## config.mk

```make
export PLATFORM = sky130hd
export DESIGN_NAME = slot_free_list_allocator
export DESIGN_NICKNAME = d
export VERILOG_FILES = /design/src/sfl_pkg.sv /design/src/sfl_ram.sv /design/src/slot_free_list_allocator.sv
export SDC_FILE = /design/constraint.sdc
export NUM_CORES = 1
export LEC_CHECK = 0
export ABC_AREA = 1
export BUFFER_PORTS_ARGS = -buffer_cell sky130_fd_sc_hd__buf_2
export CAP_MARGIN = 10
export CORE_AREA = 2 2 269 271
export CTS_BUF_LIST = sky130_fd_sc_hd__clkbuf_16
export CTS_CLUSTER_SIZE = 12
export DETAILED_ROUTE_END_ITERATION = 7
export DIE_AREA = 0 0 271 273
export GPL_TIMING_DRIVEN = 1
export PLACE_DENSITY = 0.63
export SETUP_SLACK_MARGIN = 0.15
export SYNTH_ARGS = -nofsm -noshare
export SYNTH_HDL_FRONTEND = slang
export SYNTH_SLANG_ARGS = --single-unit
```

## constraint.sdc

```tcl
create_clock -name clock -period 3.15 [get_ports clock]
set_input_delay 0.4725 -clock clock [delete_from_list [all_inputs] [get_ports clock]]
set_output_delay 0.4725 -clock clock [all_outputs]
set_load 0.01 [all_outputs]
```

## src/sfl_pkg.sv

```systemverilog
// ----------------------------------------------------------------------------
// Slot free-list allocator package
// Sizes, command codes and error codes used by the allocator.
// ----------------------------------------------------------------------------
package sfl_pkg;

   // Number of slots handed out by the allocator.
   localparam int QUEUE_DEPTH = 64;

   // Widths fixed by the command and result formats.
   localparam int SLOT_W  = 6;
   localparam int COUNT_W = 7;
   localparam int MISS_W  = 32;

   // Ring and busy-table addressing.
   localparam int IDX_W = $clog2(QUEUE_DEPTH);

   typedef enum logic [1:0] {
      CMD_ALLOC   = 2'd0,
      CMD_RELEASE = 2'd1,
      CMD_PEEK    = 2'd2,
      CMD_RESET   = 2'd3
   } cmd_type;

   typedef enum logic [1:0] {
      ERR_NONE  = 2'd0,
      ERR_EMPTY = 2'd1,
      ERR_RANGE = 2'd2,
      ERR_IDLE  = 2'd3
   } err_type;

endpackage

```

## src/sfl_ram.sv

```systemverilog
// ----------------------------------------------------------------------------
// Slot free-list RAM
// One write port, one registered read port, and a valid bit per entry so
// that the whole table can be invalidated at once.
// ----------------------------------------------------------------------------
module sfl_ram #(
   parameter int DATA_W = 6,
   parameter int DEPTH  = 64,
   parameter int ADDR_W = $clog2(DEPTH)
) (
   input  logic              clock,
   input  logic              reset,
   input  logic              clear,
   input  logic              wr_en,
   input  logic [ADDR_W-1:0] wr_addr,
   input  logic [DATA_W-1:0] wr_data,
   input  logic              rd_en,
   input  logic [ADDR_W-1:0] rd_addr,
   output logic [DATA_W-1:0] rd_data,
   output logic              rd_valid
);

   logic [DATA_W-1:0] mem [DEPTH];
   logic [DEPTH-1:0]  vld_ff;
   logic [DATA_W-1:0] rd_data_ff;
   logic              rd_valid_ff;

   always_ff @(posedge clock) begin
      if (wr_en) begin
         mem[wr_addr] <= wr_data;
      end
      if (rd_en) begin
         rd_data_ff <= mem[rd_addr];
      end
   end

   // An entry that was never written since the last clear reads as invalid.
   always_ff @(posedge clock) begin
      if (reset || clear) begin
         vld_ff      <= '0;
         rd_valid_ff <= 1'b0;
      end else begin
         if (wr_en) begin
            vld_ff[wr_addr] <= 1'b1;
         end
         if (rd_en) begin
            rd_valid_ff <= vld_ff[rd_addr];
         end
      end
   end

   assign rd_data  = rd_data_ff;
   assign rd_valid = rd_valid_ff;

endmodule

```

## src/slot_free_list_allocator.sv

```systemverilog
// ----------------------------------------------------------------------------
// Slot free-list allocator
// Hands out slot indices from a circular free list kept in RAM and takes them
// back, with a busy table per slot and a saturating miss counter.
//
//   Channel   Ports                                  Direction  Handshake
//   command   req_command, req_slot_index            in         start & !busy
//   result    rsp_ok, rsp_slot, rsp_error_code,      out        rsp_valid strobe
//             rsp_free_count, rsp_miss_count
//
// Each command runs through ST_IDLE and ST_EXEC: the accepting edge starts the RAM
// reads of the ring head and the busy bit, and the edge that leaves ST_EXEC
// writes back and launches the result beat, as the RAMs have registered reads.
// busy is high for the one cycle between those edges; a new command may be
// accepted in the cycle in which the previous result beat is shown.
// Reset (and the reset command) frees every slot at once by invalidating both
// RAMs; no clearing pass is needed. The receiver cannot stall the result.
// ----------------------------------------------------------------------------
module slot_free_list_allocator import sfl_pkg::*; (
   input  logic               clock,
   input  logic               reset,
   input  logic               start,
   output logic               busy,
   input  logic [1:0]         req_command,
   input  logic [SLOT_W-1:0]  req_slot_index,
   output logic               rsp_valid,
   output logic               rsp_ok,
   output logic [SLOT_W-1:0]  rsp_slot,
   output logic [1:0]         rsp_error_code,
   output logic [COUNT_W-1:0] rsp_free_count,
   output logic [MISS_W-1:0]  rsp_miss_count
);

   typedef enum logic {
      ST_IDLE,
      ST_EXEC
   } state_type;

   localparam logic [IDX_W:0] DEPTH_SUM = (IDX_W+1)'(QUEUE_DEPTH);

   state_type          state_ff, state_in;
   cmd_type            cmd_ff;
   logic [SLOT_W-1:0]  idx_ff;
   logic [IDX_W-1:0]   head_ff, head_in;
   logic [COUNT_W-1:0] count_ff, count_in;
   logic [MISS_W-1:0]  miss_ff, miss_in;
   logic               rsp_valid_ff, rsp_valid_in;
   logic               rsp_ok_ff, rsp_ok_in;
   logic [SLOT_W-1:0]  rsp_slot_ff, rsp_slot_in;
   err_type            rsp_err_ff, rsp_err_in;

   logic               accept;
   logic               exec;

   logic               ring_wr_en;
   logic [IDX_W-1:0]   ring_wr_addr;
   logic [SLOT_W-1:0]  ring_rd_data;
   logic               ring_rd_valid;
   logic               busy_wr_en;
   logic [IDX_W-1:0]   busy_wr_addr;
   logic               busy_wr_data;
   logic               busy_rd_data;
   logic               busy_rd_valid;
   logic               tbl_clear;

   logic [SLOT_W-1:0]  head_slot;
   logic               slot_in_use;
   logic [IDX_W:0]     tail_sum;
   logic [IDX_W-1:0]   tail;

   assign accept = start && (state_ff == ST_IDLE);
   assign exec   = (state_ff == ST_EXEC);

   // Free ring: entry i holds i until it is first overwritten.
   sfl_ram #(
      .DATA_W (SLOT_W),
      .DEPTH  (QUEUE_DEPTH)
   ) u_ring (
      .clock    (clock),
      .reset    (reset),
      .clear    (tbl_clear),
      .wr_en    (ring_wr_en),
      .wr_addr  (ring_wr_addr),
      .wr_data  (idx_ff),
      .rd_en    (accept),
      .rd_addr  (head_ff),
      .rd_data  (ring_rd_data),
      .rd_valid (ring_rd_valid)
   );

   // Busy table: an entry never written since the last clear means free.
   sfl_ram #(
      .DATA_W (1),
      .DEPTH  (QUEUE_DEPTH)
   ) u_busy (
      .clock    (clock),
      .reset    (reset),
      .clear    (tbl_clear),
      .wr_en    (busy_wr_en),
      .wr_addr  (busy_wr_addr),
      .wr_data  (busy_wr_data),
      .rd_en    (accept),
      .rd_addr  (IDX_W'(req_slot_index)),
      .rd_data  (busy_rd_data),
      .rd_valid (busy_rd_valid)
   );

   // The head address does not move between the read and the write back.
   assign head_slot   = ring_rd_valid ? ring_rd_data : SLOT_W'(head_ff);
   assign slot_in_use = busy_rd_valid && busy_rd_data;

   assign tail_sum = (IDX_W+1)'(head_ff) + (IDX_W+1)'(count_ff);
   assign tail     = (tail_sum >= DEPTH_SUM) ? IDX_W'(tail_sum - DEPTH_SUM)
                                             : IDX_W'(tail_sum);

   always_comb begin
      state_in     = state_ff;
      head_in      = head_ff;
      count_in     = count_ff;
      miss_in      = miss_ff;
      rsp_valid_in = 1'b0;
      rsp_ok_in    = rsp_ok_ff;
      rsp_slot_in  = rsp_slot_ff;
      rsp_err_in   = rsp_err_ff;
      ring_wr_en   = 1'b0;
      ring_wr_addr = tail;
      busy_wr_en   = 1'b0;
      busy_wr_addr = IDX_W'(idx_ff);
      busy_wr_data = 1'b0;
      tbl_clear    = 1'b0;

      case (state_ff)
         ST_IDLE: begin
            if (accept) begin
               state_in = ST_EXEC;
            end
         end
         ST_EXEC: begin
            state_in     = ST_IDLE;
            rsp_valid_in = 1'b1;
            rsp_ok_in    = 1'b0;
            rsp_slot_in  = '0;
            rsp_err_in   = ERR_NONE;
            case (cmd_ff)
               CMD_ALLOC: begin
                  if (count_ff == '0) begin
                     rsp_err_in = ERR_EMPTY;
                     if (miss_ff != '1) begin
                        miss_in = miss_ff + 1'b1;
                     end
                  end else begin
                     rsp_ok_in    = 1'b1;
                     rsp_slot_in  = head_slot;
                     head_in      = (head_ff == IDX_W'(QUEUE_DEPTH - 1)) ? '0
                                                                         : head_ff + 1'b1;
                     count_in     = count_ff - 1'b1;
                     busy_wr_en   = 1'b1;
                     busy_wr_addr = IDX_W'(head_slot);
                     busy_wr_data = 1'b1;
                  end
               end
               CMD_RELEASE: begin
                  if (COUNT_W'(idx_ff) >= COUNT_W'(QUEUE_DEPTH)) begin
                     rsp_err_in = ERR_RANGE;
                  end else if (!slot_in_use || count_ff >= COUNT_W'(QUEUE_DEPTH)) begin
                     rsp_err_in = ERR_IDLE;
                  end else begin
                     rsp_ok_in  = 1'b1;
                     ring_wr_en = 1'b1;
                     busy_wr_en = 1'b1;
                     count_in   = count_ff + 1'b1;
                  end
               end
               CMD_PEEK: begin
                  if (count_ff == '0) begin
                     rsp_err_in = ERR_EMPTY;
                  end else begin
                     rsp_ok_in   = 1'b1;
                     rsp_slot_in = head_slot;
                  end
               end
               CMD_RESET: begin
                  rsp_ok_in = 1'b1;
                  tbl_clear = 1'b1;
                  head_in   = '0;
                  count_in  = COUNT_W'(QUEUE_DEPTH);
               end
               default: begin
                  rsp_ok_in = 1'b0;
               end
            endcase
         end
         default: begin
            state_in = ST_IDLE;
         end
      endcase
   end

   always_ff @(posedge clock) begin
      if (reset) begin
         state_ff     <= ST_IDLE;
         head_ff      <= '0;
         count_ff     <= COUNT_W'(QUEUE_DEPTH);
         miss_ff      <= '0;
         rsp_valid_ff <= 1'b0;
         rsp_ok_ff    <= 1'b0;
         rsp_slot_ff  <= '0;
         rsp_err_ff   <= ERR_NONE;
      end else begin
         state_ff     <= state_in;
         head_ff      <= head_in;
         count_ff     <= count_in;
         miss_ff      <= miss_in;
         rsp_valid_ff <= rsp_valid_in;
         rsp_ok_ff    <= rsp_ok_in;
         rsp_slot_ff  <= rsp_slot_in;
         rsp_err_ff   <= rsp_err_in;
      end
   end

   // Command capture carries no reset.
   always_ff @(posedge clock) begin
      if (accept) begin
         cmd_ff <= cmd_type'(req_command);
         idx_ff <= req_slot_index;
      end
   end

   assign busy           = exec;
   assign rsp_valid      = rsp_valid_ff;
   assign rsp_ok         = rsp_ok_ff;
   assign rsp_slot       = rsp_slot_ff;
   assign rsp_error_code = rsp_err_ff;
   assign rsp_free_count = count_ff;
   assign rsp_miss_count = miss_ff;

   a_beat_follows_exec: assert property (@(posedge clock) disable iff (reset)
      rsp_valid |-> $past(state_ff == ST_EXEC))
      else $error("result beat without a command in flight");

   a_count_in_range: assert property (@(posedge clock) disable iff (reset)
      count_ff <= COUNT_W'(QUEUE_DEPTH))
      else $error("free count exceeds the number of slots");

   a_refused_slot_zero: assert property (@(posedge clock) disable iff (reset)
      (rsp_valid && !rsp_ok) |-> (rsp_slot == '0 && rsp_error_code != ERR_NONE))
      else $error("refused command reports a slot or no error");

   a_alloc_takes_one: assert property (@(posedge clock) disable iff (reset)
      (exec && cmd_ff == CMD_ALLOC && count_ff != '0) |=>
         (rsp_ok && rsp_free_count == $past(count_ff) - 1'b1))
      else $error("allocation did not take exactly one slot");

endmodule
```

==> impl_results.md, run 1 <==
- Status: finished clean
- RSZ-0062 raised after global routing: false
- DR pass1 iterations: 5
- Comb pwr share: 0.058
- Final hold vios: 0
- Final setup violating endpoints: 0
- Synthesized area per cell: 9.70 um^2
- Setup crit start: head_ff[0]
- Synth-to-Final Area Change: 12.2%
- Count of pins over their slew limit: 0
- Multi-input gate area: 8560 um^2
- LEAKAGE: 11.9 nW
- Resize count post-CTS: 0
- Crit end category: register
- Syn. warnings: 0
- Gr usage total: 0.199
- Worst Path Arrival: 2.98 ns
- Start of the worst register-to-register path: head_ff[0]
- Initial Util: 0.396
- Pwr dens: approximately 560 nW/um^2
- Sw frac: 0.235
- First-pass GRT wire length: between 100000 and 150000 um
- Crit path required time: between 3 and 4 ns
- Share of cells above drive strength 1: 0.0855
- CTS root buf: clkbuf_16
- Global-route met3 utilization: 0.0329
- Core Box Area: 71000 um^2
- Grt total ovfl: 0
- Worst hold path class: primary input to register
- IO buf count: 60
- Setup tns final: 0 ns
- Number of enable flip-flop cells after synthesis: 463
- Setup Skew: approximately 0.042 ns
- Busiest grt layer: met2
- CTS sink count: 649
- Maxcap violations: 0
- Longest Clk Path Bufs: 3
- H-tree depth: 3
- Net Sw Power: 4.19 mW
- Distinct cells, synth: 44
- # hold bufs at CTS: 0
- Final worst path period need: 2.70 ns
- CTS tree: built
- Post-layout util: 0.445
- Int Pwr: 13.6 mW
- CP Max Fanout: 32
- Num CTS Buffers: 69
- Diode count: 0
- Core Rows: 98
- DIE WIDTH: approximately 270 um
- DRT iter0 DRCs: 1986
- # IOs: 61
- Flop pwr share: 0.516
- Post-synthesis sequential area ratio: 0.626
- Area taken by flip-flops and latches: approximately 18000 um^2
- Post-synth top flop: edfxtp_1
- #FFs+latches synth: 649
- FFs w/ async S/R, synth: 0
- Met1 GRT Util: 0.266
- Die Y: 273 um
- Post-CTS setup buffers: 0
- WS Path Type: register to register
- Final GP Congestion: roughly 0.90
- Die Area: 74000 um^2
- Grt met2 use: 0.326
- Share of power burned in the clock network: 0.427
- FILL cells: 6679
- Routed vias/inst: 5.28
- DR DRC count: 0
- Fin crit share: 0.857
- Cell count after synthesis: 2902
- HPWL Detailed: around 44000 um
- Max VDD drop: 0.000358 V
- Max_slew headroom: 0.312
- Final nets: 2956
- Wire per inst: 18.9 um
- Final Routed Wirelength: 74300 um
- Initial antenna violation count: 0
- Worst slew pin tran: 1.03 ns
- Clk_lat worst skew: 0.63 ns
- Pin count of the biggest net entering global routing: 248
- HP Start: req_command[0]
- Max Freq: 0.370 GHz
- DR vias: 20800
- Post-synth net total: 2931
- Startpoint Class: register
- ANT nets after route: 0
- CTS clk-pin slew, worst paths: 0.06 ns
- Synthesized area: around 28000 um^2
- Number of global-route vias before repair: 20100
logic make-up (layout without fill, tap and decap cells):
logic type	after synthesis	count (layout)	share of synthesized area
buffers and inverters	511	591	0.0707
and+or+nand+nor	1086	1086	0.168
AOI/OAI and AO/OA	613	613	0.119
DFF	649	649	0.626
adders and majority gates	18	18	0.00854
xor gates and xnor gates	25	25	0.00778
area by class of cell:
class,count,area share
clock inverter,56,0.0115
sequential,649,0.558
timing repair buffer,113,0.0241
tap,950,0.0376
multi-input combinational,1742,0.271
clock buffer,70,0.0555
inverter,352,0.0420
registers in the layout (all words and copies together) (netlist names):
register / count
rsp_error_code: 2
rsp_valid: 1
u_ring.rd_valid: 1
head_ff: 6
u_ring.rd_data: 6
u_busy.mem: 64
u_busy.rd_valid: 1
u_busy.rd_data: 1
rsp_ok: 1
busy: 1
u_busy.vld_ff: 64
u_ring.mem: 384
idx_ff: 6
rsp_slot: 6
cmd_ff: 2
u_ring.vld_ff: 64
rsp_free_count: 7
rsp_miss_count: 32
layer usage:
metal	vias to the layer above	wire length [um]
li1	9964	-
met1	9877	32000
met2	763	34500
met3	157	5320
met4	0	2500
met5	-	0
critical path, stage by stage, from the launching register on:
cell	delay, ns
dfxtp_4	0.37
ha_1	0.23
fa_1	0.42
a21oi_1	0.14
o21bai_1	0.10
xor2_2	0.18
buf_4	0.43
nand4_1	0.24
inv_1	0.24
synth_stat cells (2+ instances only):
library cell	n	area (um^2)
inv_2	7	26.3
nand2_1	454	1700
o21ai_0	276	1380
buf_4	4	30.0
nand4_1	74	463
xnor2_1	5	43.8
nand3b_1	2	15.0
edfxtp_1	463	13900
nand2_2	9	56.3
inv_1	344	1290
nor2_4	16	180
a21boi_0	2	15.0
nor3b_1	3	22.5
a21oi_1	194	971
fa_1	2	40.0
or2_2	5	31.3
nor3_1	21	105
clkbuf_1	103	387
xor2_1	20	175
buf_2	39	195
o211ai_1	65	488
ha_1	16	200
o21ai_2	2	17.5
nor2_1	336	1260
o22ai_1	67	419
buf_1	12	45.0
dfxtp_1	186	3720
nor2_2	4	25.0
nand3_1	156	781
layout by cell type (no fill, tap or decap), types with 21 or more instances in the layout:
master,Yosys,routed
o21ai_0,276,276
edfxtp_1,463,463
nand4_1,74,74
clkbuf_16,0,70
a21oi_1,194,194
nor3_1,21,21
nand3_1,156,156
o22ai_1,67,67
nand2_1,454,454
inv_1,344,374
buf_2,39,60
nor2_1,336,334
dfxtp_1,186,183
o211ai_1,65,65
buf_4,4,48
power groups by stage:
stage / logic, mW / clock network, mW / registers (mW)
2_1_floorplan: 0.615 / 0 / 9.41
3_3_place_gp: 1.02 / 0 / 9.37
3_5_place_dp: 1.02 / 0 / 9.37
4_1_cts: 1.03 / 7.74 / 9.19
5_1_grt: 1.13 / 8.06 / 9.19
6_report: 1.03 / 7.61 / 9.19
final timing paths:
check	end	slack, ns	cells past startpoint
setup / recovery	u_ring.mem[49][1]	0.45	8
setup reg to reg	u_ring.mem[49][1]	0.45	8
hold reg to reg	u_ring.vld_ff[46]	0.45	2
hold / removal	cmd_ff[0]	0.10	1
stage by stage:
| stage | instance area, um^2 | setup slack [ns] | power [mW] | cells | hold slack [ns] |
|---|---|---|---|---|---|
| 3_3_place_gp | 29500 | 0.507 | 10.4 | 3806 | 0.436 |
| 3_5_place_dp | 29500 | 0.519 | 10.4 | 3806 | 0.437 |
| 5_1_grt | 31600 | 0.303 | 18.4 | 3932 | 0.0765 |
| 4_1_cts | 31600 | 0.497 | 18.0 | 3932 | 0.0670 |
| 2_1_floorplan | 28100 | 0.758 | 10.0 | 2902 | 0.427 |
| 6_report | 31600 | 0.449 | 17.8 | 3932 | 0.100 |
Note: power is estimated with default switching activity, not from simulation.
==> inputs of run 2 (changes only) <==
Settings changed: CORE_AREA 2 2 269 271 to 2 2 283 257, DIE_AREA 0 0 271 273 to 0 0 285 259, PLACE_DENSITY 0.63 to not set, PLACE_DENSITY_LB_ADDON set to 0.1.
==> impl_results.md, run 2 (synthesis gave the netlist of run 1 again) <==
- Status: finished clean (unchanged)
- Worst Hold Path Cells: 1 (unchanged)
- Global-route met3 utilization: 0.0267 (was 0.0329)
- Max VDD drop: 0.000447 V (was 0.000358 V)
- CTS clk-pin slew, worst paths: 0.06 ns (about the same)
- Fin crit share: 0.877 (was 0.857)
- Die Area: 73800 um^2 (was 74000 um^2)
- Pre-CTS setup slack: 0.430 ns (was 0.519 ns)
- Largest Register: u_ring.mem (unchanged)
- HP Start: req_command[1] (was req_command[0])
- # IOs: 61 (unchanged)
- Net Sw Power: 4.21 mW (was 4.19 mW)
- Core Rows: 93 (was 98)
- Share of cells above drive strength 1: 0.0901 (was 0.0855)
- Post-layout util: 0.448 (was 0.445)
- Final GP Congestion: 0.866 (was 0.904)
- Share of power burned in the clock network: 0.437 (was 0.427)
- Crit path required time: 3.44 ns (was 3.43 ns)
- Final Routed Wirelength: 79700 um (was 74300 um)
- Clk_lat worst skew: 0.61 ns (was 0.63 ns)
- First-pass GRT wire length: 122000 um (was 115000 um)
- Busiest grt layer: met2 (unchanged)
- Diode count: 0 (unchanged)
- Grt total ovfl: 0 (unchanged)
- Final setup violating endpoints: 0 (unchanged)
- ANT nets after route: 0 (unchanged)
- CTS sink count: 649 (unchanged)
- Total power: 18.2 mW (was 17.8 mW)
- Core Box Area: 71000 um^2 (about the same)
- Grt met2 use: 0.337 (was 0.326)
- Most frequent cells in the layout: edfxtp_1 (463), nand2_1 (454), inv_1 (370) (was edfxtp_1 (463), nand2_1 (454), inv_1 (374))
- IO buf count: 60 (unchanged)
- DRT iter0 DRCs: 1680 (was 1986)
- Startpoint Class: register (unchanged)
- Max FFs per register: 384 (unchanged)
- Synth-to-Final Area Change: 12.9% (was 12.2%)
- Wire per inst: 20.2 um (was 18.9 um)
- Post-CTS setup buffers: 0 (unchanged)
- Commonest non-fill, non-tap cell in the layout: edfxtp_1 (unchanged)
- WHS Endpoint: cmd_ff[1] (was cmd_ff[0])
- R2r endpoint: u_ring.mem[39][0] (was u_ring.mem[49][1])
- DIE WIDTH: 285 um (was 271 um)
- WS Path Type: register to register (unchanged)
- Initial Util: 0.397 (was 0.396)
- Final nets: 2969 (was 2956)
- Met1 GRT Util: 0.308 (was 0.266)
- Num CTS Buffers: 72 (was 69)
- Final hold vios: 0 (unchanged)
- Final worst path period need: 2.76 ns (was 2.70 ns)
- H-tree depth: 3 (unchanged)
- Gr usage total: 0.214 (was 0.199)
- Worst slew pin tran: 1.05 ns (was 1.03 ns)
- Longest Clk Path Bufs: 3 (unchanged)
- Count of pins over their slew limit: 0 (unchanged)
- Comb pwr share: 0.058 (about the same)
- # hold bufs at CTS: 0 (unchanged)
- CTS tree: built (unchanged)
- Sw frac: 0.231 (was 0.235)
- HPWL Detailed: 48800 um (was 43700 um)
- R2R Setup Slk: 0.39 ns (was 0.45 ns)
- FF-to-FF path depth: 10 (was 8)
- Pwr dens: 573 nW/um^2 (was 564 nW/um^2)
- CTS root buf: clkbuf_16 (unchanged)
- Int Pwr: 14.0 mW (was 13.6 mW)
- Resize count post-CTS: 0 (unchanged)
- Placed instance area: 29600 um^2 (was 29500 um^2)
- Worst Path Arrival: 3.05 ns (was 2.98 ns)
- Post-route worst setup slack: 0.388 ns (was 0.449 ns)
- Maxcap violations: 0 (unchanged)
- DR DRC count: 0 (unchanged)
- Pin count of the biggest net entering global routing: 206 (was 248)
- Max Freq: 0.362 GHz (was 0.370 GHz)
- Final Cell Area: 31800 um^2 (was 31600 um^2)
- CP Max Fanout: 24 (was 32)
- Routed vias/inst: 5.30 (was 5.28)
- Setup Skew: 0.0214 ns (was 0.0417 ns)
- Start of the worst register-to-register path: rsp_free_count[0] (was head_ff[0])
- Initial antenna violation count: 0 (unchanged)
- RSZ-0062 raised after global routing: false (unchanged)
- DR vias: 20900 (was 20800)
- Setup tns final: 0 ns (unchanged)
- LEAKAGE: 12.0 nW (was 11.9 nW)
- Die Y: 259 um (was 273 um)
- Crit end category: register (unchanged)
- FILL cells: 6796 (was 6679)
- Max_slew headroom: 0.300 (was 0.312)
- Number of global-route vias before repair: 20400 (was 20100)
- Worst hold path class: primary input to register (unchanged)
- Flop pwr share: 0.505 (was 0.516)
- DR pass1 iterations: 6 (was 5)
==> run 2: cell types whose count changed in the layout (fill, tap and decap cells not counted), moves of 2 or more <==
| cell | before | now |
|---|---|---|
| clkinv_1 | 11 | 13 |
| inv_1 | 374 | 370 |
| buf_4 | 48 | 56 |
| buf_12 | 5 | 7 |
| clkbuf_16 | 70 | 76 |
| clkinv_16 | 2 | 0 |
==> run 2: area by class of cell <==
class	count	area [um^2]	area share
Clock buffer	76	1900	0.0598
Clock inverter	54	309	0.00972
Inverter	352	1330	0.0417
Multi-Input combinational cell	1742	8560	0.269
Sequential cell	649	17600	0.555
Tap cell	950	1190	0.0374
Timing Repair Buffer	123	861	0.0271
==> run 2: routing by layer <==
metal,wire length [um],vias to the layer above
li1,-,9972
met1,36900,10100
met2,36000,680
met3,4770,126
met4,2120,0
met5,0,-
==> run 2: metrics by stage <==
stage	std cells	hold WS, ns
after floorplan	2902	0.427
after global placement	3816	0.436
after detailed placement	3816	0.438
after CTS	3946	0.0238
after global routing	3946	0.0366
final	3946	0.0647
==> run 2: worst max-delay path by stage <==
stage                                  from                 to  slack (ns)
final                     rsp_free_count[0]  u_ring.mem[39][0]        0.39
after global placement    rsp_free_count[0]   u_ring.mem[4][3]        0.46
after detailed placement  rsp_free_count[0]  u_ring.mem[32][5]        0.43
after global routing      rsp_free_count[0]  u_ring.mem[32][2]        0.24
after floorplan           rsp_free_count[0]   u_ring.mem[0][0]        0.76
after CTS                 rsp_free_count[0]  u_ring.mem[32][1]        0.41
==> run 2: worst max-delay path, cell delays in order (launching register included) <==
cell      delay [ns]
dfxtp_1         0.36
ha_1            0.26
fa_1            0.41
a21oi_1         0.15
o21bai_1        0.11
xor2_2          0.18
buf_4           0.20
inv_1           0.12
buf_12          0.20
nand4_1         0.18
inv_1           0.23
==> run 2: power by group through the flow <==
stage               Sequential [mW]  Clock (mW)  Combinational, mW
detailed placement             9.38           0               1.06
global route                   9.19        8.47               1.16
global placement               9.38           0               1.06
floorplan                      9.41           0              0.615
CTS                            9.19        8.16               1.06
finish                         9.20        7.96               1.05
